<file path="src/swjag_pkg.sv">
`default_nettype none
package swjag_pkg;

   localparam int MaxJoints    = 32;
   localparam int JointIdxW    = 5;
   localparam int CountW       = 6;
   localparam int OddPhaseBias = 8192;
   localparam int QuarterTurn  = 16384;
   localparam int CsrIdxW      = 3;
   localparam int CsrDataW     = 20;

   localparam logic [CsrIdxW-1:0] REG_OFFSET_EVEN = 3'd0;
   localparam logic [CsrIdxW-1:0] REG_OFFSET_ODD  = 3'd1;
   localparam logic [CsrIdxW-1:0] REG_AMP_EVEN    = 3'd2;
   localparam logic [CsrIdxW-1:0] REG_AMP_ODD     = 3'd3;
   localparam logic [CsrIdxW-1:0] REG_RATE_EVEN   = 3'd4;
   localparam logic [CsrIdxW-1:0] REG_RATE_ODD    = 3'd5;
   localparam logic [CsrIdxW-1:0] REG_STEP_EVEN   = 3'd6;
   localparam logic [CsrIdxW-1:0] REG_STEP_ODD    = 3'd7;

   typedef struct packed {
      logic [15:0] time_step;
      logic [5:0]  num_joints;
   } req_word_type;

   typedef struct packed {
      logic [4:0]  joint_index;
      logic [15:0] angle;
      logic        last_joint;
   } rsp_word_type;

   typedef struct packed {
      logic signed [15:0] offset_even;
      logic signed [15:0] offset_odd;
      logic [14:0] amp_even;
      logic [14:0] amp_odd;
      logic [19:0] rate_even;
      logic [19:0] rate_odd;
      logic [15:0] step_even;
      logic [15:0] step_odd;
   } csr_type;

   // controller to datapath
   typedef struct packed {
      logic load;      // capture tick word
      logic advance;   // accumulate phases
      logic start;     // start joint i
      logic div_step;  // one divider bit
      logic calc;      // sequence of compute stages
   } dp_cmd_type;

   // datapath to controller
   typedef struct packed {
      logic div_done;
      logic calc_done;
      logic empty;
      logic last;
   } dp_sts_type;

endpackage
`default_nettype wire

</file>
<file path="src/swjag_ctrl.sv">
`default_nettype none
module swjag_ctrl import swjag_pkg::*; (
   input  wire logic   clock,
   input  wire logic   reset,
   input  wire logic   req_valid,
   output logic        req_ready,
   output logic        rsp_valid,
   input  wire logic   rsp_ready,
   input  wire dp_sts_type sts,
   output dp_cmd_type  cmd
);

   typedef enum logic [5:0] {
      ST_IDLE  = 6'b000001,
      ST_ADV   = 6'b000010,
      ST_DIV   = 6'b000100,
      ST_CALC  = 6'b001000,
      ST_OUT   = 6'b010000,
      ST_NEXT  = 6'b100000
   } state_type;

   state_type state_ff, state_in;
   logic      empty_ff, empty_in;

   always_comb begin
      state_in = state_ff;
      empty_in = empty_ff;
      cmd = '0;
      req_ready = 1'b0;
      rsp_valid = 1'b0;
      case (state_ff)
         ST_IDLE: begin
            req_ready = 1'b1;
            if (req_valid) begin
               cmd.load = 1'b1;
               empty_in = sts.empty;
               state_in = ST_ADV;
            end
         end
         ST_ADV: begin
            cmd.advance = 1'b1;
            state_in = empty_ff ? ST_IDLE : ST_NEXT;
         end
         ST_NEXT: begin
            cmd.start = 1'b1;
            state_in = ST_DIV;
         end
         ST_DIV: begin
            if (sts.div_done) state_in = ST_CALC;
            else cmd.div_step = 1'b1;
         end
         ST_CALC: begin
            if (sts.calc_done) state_in = ST_OUT;
            else cmd.calc = 1'b1;
         end
         ST_OUT: begin
            rsp_valid = 1'b1;
            if (rsp_ready) begin
               if (sts.last) begin
                  state_in = ST_IDLE;
               end else begin
                  cmd.calc = 1'b1;
                  state_in = ST_NEXT;
               end
            end
         end
         default: state_in = ST_IDLE;
      endcase
   end

   always_ff @(posedge clock) begin
      if (reset) begin
         state_ff <= ST_IDLE;
         empty_ff <= 1'b0;
      end else begin
         state_ff <= state_in;
         empty_ff <= empty_in;
      end
   end

   a_one_hot: assert property (@(posedge clock) disable iff (reset) $onehot(state_ff))
      else $error("state not one-hot");
   a_no_accept_busy: assert property (@(posedge clock) disable iff (reset)
      rsp_valid |-> !req_ready) else $error("accept during output");
   a_out_after_calc: assert property (@(posedge clock) disable iff (reset)
      $rose(rsp_valid) |-> $past(state_ff == ST_CALC)) else $error("output without compute");

endmodule
`default_nettype wire
</file>
<file path="config.mk">
export PLATFORM = sky130hd
export DESIGN_NAME = swjag_ctrl
export DESIGN_NICKNAME = d
export VERILOG_FILES = /design/src/swjag_pkg.sv /design/src/swjag_ctrl.sv
export SDC_FILE = /design/constraint.sdc
export NUM_CORES = 1
export LEC_CHECK = 0
export CAP_MARGIN = 10
export CORE_AREA = 2 2 39 41
export DETAILED_ROUTE_END_ITERATION = 8
export DIE_AREA = 0 0 41 43
export DONT_BUFFER_PORTS = 1
export MAX_ROUTING_LAYER = met4
export REMOVE_ABC_BUFFERS = 1
export SETUP_SLACK_MARGIN = 0.1
export SLEW_MARGIN = 0
export SYNTH_ARGS = -nofsm -noshare
export SYNTH_HDL_FRONTEND = slang
export SYNTH_SLANG_ARGS = --single-unit
</file>
<file path="constraint.sdc">
create_clock -name clock -period 1.61 [get_ports clock]
set_clock_uncertainty 0.05 [all_clocks]
set_input_delay 0 -clock clock [delete_from_list [all_inputs] [get_ports clock]]
set_output_delay 0 -clock clock [all_outputs]
set_load 0.05 [all_outputs]
</file>
**Word level (Yosys, flattened, before mapping)**

Index checks and enable logic that the tools add are counted.

- Register bits: 7
- Latch bits: 0
- Memory bits (writable): 0
- Bits in read-only memories: 0
- Input bits: 8
- Output and inout port bits: 7
- Logic and storage cells: 33
- Memories kept: 0

- Add/subtract/negate cells: 0
- $mul: 0
- Div/mod/pow operators: 0
- Order comparisons: 0
- Equal/unequal tests: 10
- Shifts and indexed selects: 0
- Multiplexer cells: 19
- Bitwise gates (word level): 0
- Reductions and logical operators: 2

Operator list:

| kind | number |
|---|---|
| $mux 6 | 6 |
| $pmux 6 s6 | 1 |
| $mux 1 | 11 |
| $ne 2x2->1 const B | 4 |
| $eq 6x1->1 const B | 1 |
| $eq 6x2->1 const B | 1 |
| $eq 6x3->1 const B | 1 |
| $eq 6x4->1 const B | 1 |
| $eq 6x5->1 const B | 1 |
| $eq 6x6->1 const B | 1 |
| $reduce_and 4->1 | 1 |
| $pmux 1 s2 | 1 |
| $reduce_and 2->1 | 1 |

**Depth between registers and ports, before layout**

Gate-level depths: netlist (run 1).

- Word-level depth: 3
- Gate-level depth with buffers: 4
- Depth with buffers taken out: 4

**Worst setup path before layout (run 1)**

OpenSTA, ideal clock, no wires.

- Kind: register to register
- From: reg state_ff[2]
- To: reg state_ff[2]
- Library setup time: 61 ps
- Data arrival time: 1820 ps
- Data required time: 1499 ps
- Path slack: -321 ps
- Cell stages (with the launch flop): 4
- Buffers on the path: 0
- Clock period less this slack: 1931 ps
- Cells stage by stage: dfxtp_1 > or4_4 > nor3b_2 > o21a_1

- Word-level cells in the longest chain between the ends: 3
- Elaborated cells on any way between the ends: 12
- Classes of those cells: eq/ne (10); mux (1); reduce/logical (1)

Ends and longest elaborated chain:

| what | RTL line | source |
|---|---|---|
| start: declaration | swjag_ctrl.sv:22 | `state_type state_ff, state_in;` |
| start signal: assignment | swjag_ctrl.sv:76 | `state_ff <= state_in;` |
| $eq 6x3->1 (tied with other cells) | swjag_ctrl.sv:31 | `case (state_ff)` |
| $ne 2x2->1 (no source line) | n/a |  |
| $reduce_and 4->1 (no source line) | n/a |  |

Parallel ways exist; a longest one is shown, timed or not.
A chain may end at the register's enable or synchronous reset.

==> summary.txt, run 1 <==
Fmax = 0.618 GHz
Remaining DRCs = 0
Fin cells = 95
Final setup violation count = 1
Synthesized cell area = 480 um2
RSZ-0062 raised after global routing = true
Chip Width = 41 um
Vias in the first global route = 508
CTS Sinks = 7
Worst ir drop on vdd = 0.424 mV
Port Buf Inserts = 0
Worst Path Required = 1560 ps
PwrDens = 926 nW/um2
Most frequent cells in the layout = buf_4 (10), nor2_1 (5), dlygate4sd3_1 (5)
Synth Register Bits = 7
Synth Flop Type = dfxtp_1
First-pass GRT wire length = 2.19 mm
Final Net Count = 88
Commonest non-fill, non-tap cell in the layout = buf_4
Final WS setup = -7.44 ps
Area Growth Syn to Fin = 55.5%
Clock buffer depth = 2
Num ports = 15
H-tree depth = 1
Ranking of synthesized cells by area = dfxtp_1 (29%), nor3b_1 (6.3%), nor2_1 (5.5%)
Worst hold margin = 33.9 ps
Num CTS Buffers = 3
Hold path endpoint = state_ff[0]
Reg2reg path depth = 4
Drt first pass iters = 4
Share of layout cells above drive strength 1 = 0.481
Critical path class = reg2out
TritonCTS clock tree = done
Distinct cells, synth = 29
CORE AREA = 1380 um2
DP HPWL = 905 um
Via count = 529
Failing checks = negative setup slack
Overflow after GRT = 0
Critical Path AT = 1570 ps
Inserted Diodes = 0
Top cell type's share of synthesized area = 0.292
Die height = 43 um
Hold Crit Class = in2reg
Slew @ Worst Pin = 422 ps
GP Congestion = 0.783
Filler cells = 127
Clk_lat worst skew = 260 ps
Initial core utilization = 0.347
Largest net degree at the start of global routing = 9
DR WL/cell = 14.9 um
Hold depth = 4
EDFF count, synth = 0
Worst reg2reg setup slack = 140 ps
Hold Vio Cnt, Final = 0
Hold Startpoint = sts[0]
Placed cells = 78
Vias/cell = 5.57
Die area = 1760 um2
DRC violation total after the first TritonRoute iteration = 13
Final Critical Period = 1620 ps
Reg-to-Reg Start = state_ff[3]
Routed WL = 1.41 mm
Row cnt = 14
Pleak = 0.000307 uW
Run status = finished with violations
ANT nets after route = 0
Cells after Synth = 56
Crit end category = primary output
Reg-to-reg endpoint = state_ff[2]
Tot GR Track Use = 0.192
Root Buffer = clkbuf_4
Antenna violations before repair = 0
Post-synthesis sequential area ratio = 0.292
Post-synthesis area per instance = 8.58 um2
Final Max Slew Viols = 0
Synth Warn # = 0
CTS clock-pin slew for the worst setup and hold paths = 60 ps
Max capacitance violation total = 0
Fin crit share = 1.00
CP Max Fanout = 2
Cell taking the most area after synthesis = dfxtp_1
Relative slew slack = 0.718
Worst setup SP type = flop
Async S/R FF share, synth = 0
==> worst max-delay path, cell delays in order (launching register included) <==
cell	delay (ps)
dfxtp_4	350
or4_4	560
nor3b_4	210
buf_6	180
==> cells in the mapped netlist (2+ instances only) <==
master,number
nor2_1,7
nand4_1,3
nor2b_1,2
a21oi_1,2
nand2_1,4
and2b_1,3
dfxtp_1,7
nand3_1,2
nor3b_1,4
inv_1,3
==> flip-flops by register name, indices dropped and copies added (netlist names) <==
register	flops
empty_ff	1
state_ff	6
==> metrics by stage <==
| stage | TNS, ps | area (um2) | worst slack (ps) | power, uW | utilization |
|---|---|---|---|---|---|
| CTS | -21.6 | 717 | -21.6 | 667 | 0.518 |
| global route | -93.5 | 747 | -58.0 | 727 | 0.540 |
| finish | -7.44 | 747 | -7.44 | 692 | 0.540 |
| floorplan | -777 | 480 | -321 | 393 | - |
| detailed placement | 0 | 546 | 135 | 440 | 0.394 |
| global placement | 0 | 546 | 156 | 439 | 0.394 |
==> worst max-delay path by stage <==
stage / start / to / slack, ps
5_1_grt: state_ff[3] / cmd[2] / -60
3_3_place_gp: state_ff[3] / cmd[0] / 160
4_1_cts: state_ff[3] / cmd[2] / -20
3_5_place_dp: state_ff[3] / state_ff[5] / 130
6_report: state_ff[3] / cmd[2] / -7
2_1_floorplan: state_ff[2] / state_ff[2] / -320
==> per-layer routing <==
metal,global-route usage,wire length (um),vias to the layer above,share of wire
met5,-,0,-,0
met4,0.100,34,0,0.024
met3,0.0314,95,4,0.067
met2,0.313,735,25,0.52
met1,0.211,546,246,0.39
li1,-,-,254,-
==> power by group <==
group | total, uW | internal [uW] | leakage (uW) | switching [uW]
clock | 168 | 95.1 | 0.0000150 | 73.3
sequential | 219 | 187 | 0.0000601 | 32.0
combinational | 305 | 141 | 0.000232 | 164
==> what timing repair did <==
item / CTS / global route
hold buffers: 5 / 0
resized for setup: 16 / 6
buffers inserted: 7 / 1
endpoints found under the hold margin: 7 / 0
pin swaps: 4 / 8
setup endpoints to repair: 7 / 12
==> cell families after synthesis <==
group                  Yosys count  synth area share
AND/OR/NAND/NOR                 32             0.448
AO/OA/AOI/OAI                   12             0.198
flip-flops                       7             0.292
buffers and inverters            3            0.0234
XOR/XNOR                         1            0.0182
multiplexers                     1            0.0208
==> cell type report <==
class / instances / area [um2] / area share
Sequential cell: 7 / 155 / 0.208
Inverter: 3 / 15.0 / 0.0201
Timing Repair Buffer: 19 / 174 / 0.233
Tap cell: 16 / 20.0 / 0.0268
Multi-Input combinational cell: 46 / 357 / 0.477
Clock buffer: 4 / 26.3 / 0.0352
Power figures use the tool's default switching activity.
==> inputs of run 2 (changes only) <==
Settings changed: ABC_AREA set to 1.
==> summary.txt, run 2 <==
Chip Width = 41 um (unchanged)
Cells after Synth = 76 (+36%)
PwrDens = 1580 nW/um2 (+70%)
Largest net degree at the start of global routing = 8 (-1)
Xor/xnor share of the synthesized area = 0 (-0.0182)
Max stage delay cell, worst path = dfxtp_2
CTS clock-pin slew for the worst setup and hold paths = 60 ps (about the same)
Synth Area in Adders = 0 (unchanged)
CTS Sinks = 7 (unchanged)
Register with the most flip-flops = state_ff
Hold Crit Class = in2reg
Root Buffer = clkbuf_4
Num CTS Buffers = 3 (unchanged)
Stages on worst setup path = 5 (+2)
Final Critical Period = 1450 ps (-170 ps)
Vias in the first global route = 485 (-4.5%)
Filler cells = 145 (+14%)
Cell taking the most area after synthesis = dfxtp_1
Reg2reg path depth = 8 (+4)
DP HPWL = 891 um (-1.6%)
Slew @ Worst Pin = 239 ps (-183 ps)
ANT nets after route = 0 (unchanged)
Largest family of logic cells by synthesized area = simple AND/OR/NAND/NOR gates
Ranking of synthesized cells by area = dfxtp_1 (26%), inv_1 (11%), nor2_4 (8.5%)
Fmax = 0.691 GHz (+12%)
Post-synthesis area per instance = 6.98 um2 (-19%)
Antenna violations before repair = 0 (unchanged)
Clock buffer depth = 2 (unchanged)
Reg-to-Reg Start = state_ff[2]
Die height = 43 um (unchanged)
Hold Vio Cnt, Final = 0 (unchanged)
TritonCTS clock tree = done
GP Congestion = 0.788 (+0.65%)
Clk_lat worst skew = 260 ps (about the same)
Max capacitance violation total = 0 (unchanged)
Synth top cells by count = inv_1 (15), nand2_1 (10), nor2_1 (9), dfxtp_1 (7)
Max FFs per register = 6 (unchanged)
Synthesized cell area = 531 um2 (+10%)
Overflow after GRT = 0 (unchanged)
Synth Register Bits = 7 (unchanged)
Area Growth Syn to Fin = 41.0%
CP Max Fanout = 7 (+5)
Worst stage delay on the critical path = 350 ps (-210 ps)
Final Net Count = 107 (+22%)
Drt first pass iters = 3 (-1)
Worst Path Required = 1560 ps (about the same)
Setup TNS = 0 ps (+7.44 ps)
Final WS setup = 162 ps (+170 ps)
Final Max Slew Viols = 0 (unchanged)
Share of layout cells above drive strength 1 = 0.398 (-0.0831)
Synth Warn # = 0 (unchanged)
Remaining DRCs = 0 (unchanged)
Fin crit share = 0.899 (-0.105)
Row cnt = 14 (unchanged)
Port Buf Inserts = 0 (unchanged)
Post-synthesis sequential area ratio = 0.264 (-0.0275)
Vias/cell = 4.67 (-16%)
Num ports = 15 (unchanged)
Die area = 1760 um2 (unchanged)
CORE AREA = 1380 um2 (unchanged)
Reg-to-reg endpoint = state_ff[4]
Hold depth = 6 (+2)
Worst reg2reg setup slack = 170 ps (+30 ps)
Async S/R FF share, synth = 0 (unchanged)
EDFF count, synth = 0 (unchanged)
Distinct cells, synth = 20 (-31%)
Tot GR Track Use = 0.170 (-0.0217)
Critical path class = reg2out
Synth Flop Type = dfxtp_1
Sum of buffers and inverters on the critical path = 2 (+1)
Inserted Diodes = 0 (unchanged)
Simple-Gate Fraction of Synth Area = 0.526 (+0.0780)
Post-synthesis mux area share = 0 (-0.0208)
Relative slew slack = 0.840 (+0.122)
Delay-heaviest family, CP = simple AND/OR/NAND/NOR gates
Top cell type's share of synthesized area = 0.264 (-0.0275)
CP Cell Sequence = nor2_4 -> buf_4 -> nand3_1 -> nor2_2 -> buf_6
Routed WL = 1.24 mm (-12%)
Worst ir drop on vdd = 0.914 mV (+120%)
RSZ-0062 raised after global routing = true
Most frequent cells in the layout = inv_1 (15), buf_4 (11), nand2_1 (10)
Dpl ws = 348 ps (+213 ps)
Crit end category = primary output
Worst setup SP type = flop
Commonest non-fill, non-tap cell in the layout = inv_1
Registers with the most flip-flops = state_ff (6), empty_ff (1)
H-tree depth = 1 (unchanged)
Run status = finished, final reports clean
Hold path endpoint = state_ff[0]
Initial core utilization = 0.383 (+0.0362)
Compound-Gate Fraction of Synth Area = 0.0825 (-0.115)
Critical Path AT = 1400 ps (-170 ps)
Fin util = 0.541 (+0.000904)
Count leader, synth = inv_1
Via count = 532 (+0.57%)
DR WL/cell = 10.9 um (-27%)
First-pass GRT wire length = 1.91 mm (-13%)
Final setup violation count = 0 (-1)
Hold Startpoint = sts[0]
DRC violation total after the first TritonRoute iteration = 4 (-9)
Pleak = 0.000389 uW (+27%)
-- run 2: cell type report --
class,instances,area (um2),share of cell area
clock buffers,4,26.3,0.0351
inverters,18,67.6,0.0903
multi-input cells,51,335,0.448
flip-flops and latches,7,143,0.191
well taps,16,20.0,0.0268
repair buffers,18,156,0.209
-- run 2: worst register-to-register path, delay by kind of cell (launching register included) --
family                 cells  cell delay [ps]
AO/OA/AOI/OAI              1               60
buffers and inverters      2              260
flip-flops                 1              340
AND/OR/NAND/NOR            5              610
-- run 2: repair_timing --
action	4_1_cts	5_1_grt
pin swaps	1	2
hold endpoints to repair	7	0
buffers inserted	3	4
resized for setup	0	7
hold buffers	4	0
endpoints found under the setup margin	1	3
-- run 2: logic make-up after synthesis --
| kind of cell | Yosys count |
|---|---|
| AO/OA/AOI/OAI | 8 |
| flip-flops | 7 |
| buffers and inverters | 18 |
| AND/OR/NAND/NOR | 43 |
-- run 2: through the flow --
stage | std cells | area (um2) | hold slack, ps | total power, uW
after global placement | 99 | 603 | 23.8 | 897
after detailed placement | 99 | 603 | 22.3 | 905
after CTS | 110 | 692 | 26.0 | 1110
after global routing | 114 | 748 | 61.7 | 1260
after floorplan | 76 | 531 | 19.1 | 778
final | 114 | 748 | 25.9 | 1180
-- run 2: how the worst max path moves through the flow --
| stage | startpoint | endpoint | slack (ps) |
|---|---|---|---|
| 6_report | state_ff[1] | cmd[2] | 160 |
| 5_1_grt | state_ff[2] | cmd[0] | 60 |
| 4_1_cts | state_ff[3] | cmd[0] | 110 |
| 3_5_place_dp | state_ff[2] | state_ff[0] | 350 |
| 3_3_place_gp | state_ff[2] | state_ff[0] | 370 |
| 2_1_floorplan | state_ff[2] | cmd[0] | -490 |
-- run 2: power by group --
part | switching, uW | total [uW] | internal, uW | leakage (uW)
clock network | 70.4 | 165 | 95.0 | 0.0000150
registers | 62.5 | 283 | 220 | 0.0000581
logic | 435 | 731 | 296 | 0.000316
-- run 2: per-layer routing --
layer,wire (um),track usage,share of wire
met5,0,-,0
met4,15,0.0600,0.012
met3,61,0.0785,0.049
met2,635,0.253,0.51
met1,529,0.195,0.43
==> inputs of run 3 (changes only) <==
Clock period 1.61 ns to 1.3 ns, I/O delays scaled along.
==> summary.txt, run 3 (synthesis results as in run 2) <==
Run status = finished with violations
Failing checks = negative setup slack
Final Max Slew Viols = 0 (unchanged)
Area Growth Syn to Fin = 62.3%
DR WL/cell = 11.7 um (+7.9%)
Relative slew slack = 0.846 (+0.00514)
Combinational share of power = 0.648 (+0.028)
Reg-to-reg endpoint = state_ff[4]
Worst ir drop on vdd = 1.42 mV (+56%)
Worst setup SP type = flop
Slew @ Worst Pin = 231 ps (-7.90 ps)
Max FFs per register = 6 (unchanged)
Clk_lat worst skew = 270 ps (about the same)
Critical Path AT = 1380 ps (-20 ps)
Switching Share = 0.472 (-0.00993)
GP Congestion = 0.842 (+6.7%)
Initial core utilization = 0.383 (unchanged)
Worst Setup EP = cmd[0]
ANT nets after route = 0 (unchanged)
Register with the most flip-flops = state_ff
Pleak = 0.000427 uW (+9.8%)
Fin util = 0.622 (+0.0814)
Root Buffer = clkbuf_4
Met2 Use GR = 0.288 (+0.0344)
Worst reg2reg setup slack = -40 ps (-210 ps)
DRC violation total after the first TritonRoute iteration = 20 (+16)
Sum of buffers and inverters on the critical path = 2 (unchanged)
DP HPWL = 945 um (+6.1%)
Met3 GRT Util = 0.0628 (-0.0157)
Overflow after GRT = 0 (unchanged)
Tot GR Track Use = 0.190 (+0.0201)
Drt first pass iters = 6 (+3)
Registers with the most flip-flops = state_ff (6), empty_ff (1)
H-tree depth = 1 (unchanged)
Most used routing layer = met2
Final Net Count = 111 (+3.7%)
Clock buffer depth = 2 (unchanged)
CTS clock-pin slew for the worst setup and hold paths = 60 ps (about the same)
Worst stage delay on the critical path = 340 ps (about the same)
Net Sw Power = 770 uW (+36%)
Setup TNS = -695 ps (-695 ps)
Hold Crit Class = in2reg
GRT met1 Usage = 0.222 (+0.0271)
Final WS setup = -134 ps (-296 ps)
Num ports = 15 (unchanged)
Dpl cell area = 618 um2 (+2.5%)
Max capacitance violation total = 0 (unchanged)
Cell area after layout = 861 um2 (+15%)
Final Critical Period = 1430 ps
Routed WL = 1.39 mm (+12%)
Remaining DRCs = 0 (unchanged)
CTS Sinks = 7 (unchanged)
Fin cells = 118 (+3.5%)
Most frequent cells in the layout = inv_1 (14), nand2_1 (9), nor2_1 (8)
Vias in the first global route = 564 (+16%)
Row cnt = 14 (unchanged)
Reg-to-Reg Start = state_ff[2]
Final setup violation count = 11 (+11)
Die area = 1760 um2 (unchanged)
Reg2reg path depth = 7 (-1)
Delay-heaviest family, CP = simple AND/OR/NAND/NOR gates
Via count = 591 (+11%)
RSZ-0062 raised after global routing = true
Largest net degree at the start of global routing = 7 (-1)
Share of layout cells above drive strength 1 = 0.539 (+0.141)
Fin crit share = 1.10
Stages on worst setup path = 6 (+1)
Die height = 43 um (unchanged)
Crit end category = primary output
Commonest non-fill, non-tap cell in the layout = inv_1
CORE AREA = 1380 um2 (unchanged)
Chip Width = 41 um (unchanged)
Max stage delay cell, worst path = dfxtp_2
TritonCTS clock tree = done
CP Max Fanout = 6 (-1)
Clock power frac = 0.132 (-0.008)
Antenna violations before repair = 0 (unchanged)
CP startpoint = state_ff[0]
Worst Path Required = 1250 ps (-310 ps)
Num CTS Buffers = 3 (unchanged)
Reg area = 153 um2 (+7.0%)
Sequential Power Share = 0.220 (-0.020)
Placed cells = 101 (+2.0%)
PwrDens = 1900 nW/um2 (+20%)
Internal power = 863 uW (+41%)
Fmax = 0.698 GHz
Port Buf Inserts = 0 (unchanged)
Worst hold margin = 2.15 ps (-23.8 ps)
Inserted Diodes = 0 (unchanged)
Multi-input logic area = 358 um2 (+6.7%)
Filler cells = 120 (-17%)
First-pass GRT wire length = 2.18 mm (+14%)
Vias/cell = 5.01 (+7.3%)
Hold Vio Cnt, Final = 0 (unchanged)
Critical path class = reg2out
CP Cell Sequence = nor2_4 -> nand3_4 -> inv_2 -> nand2_2 -> o21ai_2 -> buf_6
==> run 3: cell count changes in the layout (fill, tap and decap cells not counted), moves of 2 or more <==
cell     change
nand3_1      -2
buf_6        +3
o21ai_1      -2
buf_4        -4
buf_8        +5
dfxtp_4      +2
dfxtp_1      -4
o21ai_2      +2
dfxtp_2      +2
nand3_2      +2
==> run 3: how the worst min path moves through the flow <==
| stage | start | endpoint | slack, ps | cells after the start |
|---|---|---|---|---|
| after floorplan | reset | state_ff[4] | 20 | 1 |
| after global placement | reset | state_ff[4] | 20 | 1 |
| after detailed placement | reset | state_ff[4] | 20 | 1 |
| after CTS | sts[0] | state_ff[5] | 0.3 | 5 |
| after global routing | sts[0] | state_ff[5] | 20 | 5 |
| final | sts[0] | state_ff[5] | 2 | 5 |
==> run 3: power by group through the flow <==
| stage | combinational, uW | clock, uW | sequential [uW] |
|---|---|---|---|
| after floorplan | 625 | 0 | 339 |
| after global placement | 815 | 0 | 349 |
| after detailed placement | 816 | 0 | 349 |
| after CTS | 1030 | 218 | 356 |
| after global routing | 1130 | 231 | 365 |
| final | 1060 | 215 | 359 |
==> run 3: worst reg2reg max path, stage by stage (launching register included) <==
cell     delay, ps
dfxtp_4        350
nor2_4         210
buf_4          160
nand4_1        130
nand2_2        140
nor2_4          60
nand2_1         60
a21oi_1         60
==> run 3: timing repair <==
action	4_1_cts	5_1_grt
resized for setup	27	6
endpoints found under the hold margin	7	0
hold buffers	4	0
pin swaps	8	8
setup endpoints to repair	13	14
buffers inserted	8	1
==> run 3: layout make-up <==
| class | count | share of cell area |
|---|---|---|
| clock inverters | 1 | 0.00581 |
| well taps | 16 | 0.0233 |
| clock buffers | 3 | 0.0262 |
| repair buffers | 22 | 0.273 |
| flip-flops and latches | 7 | 0.177 |
| inverters | 18 | 0.0785 |
| multi-input cells | 51 | 0.416 |
==> run 3: layer usage <==
metal | up-vias | wire [um]
met3 | 6 | 86
met1 | 263 | 560
li1 | 291 | -
met4 | 0 | 38
met2 | 31 | 700
met5 | - | 0
==> run 3: stage by stage <==
| step | power [uW] | setup WS [ps] |
|---|---|---|
| finish | 1630 | -134 |
| global route | 1730 | -176 |
| floorplan | 964 | -803 |
| global placement | 1160 | 55.5 |
| detailed placement | 1160 | 60.3 |
| CTS | 1600 | -117 |
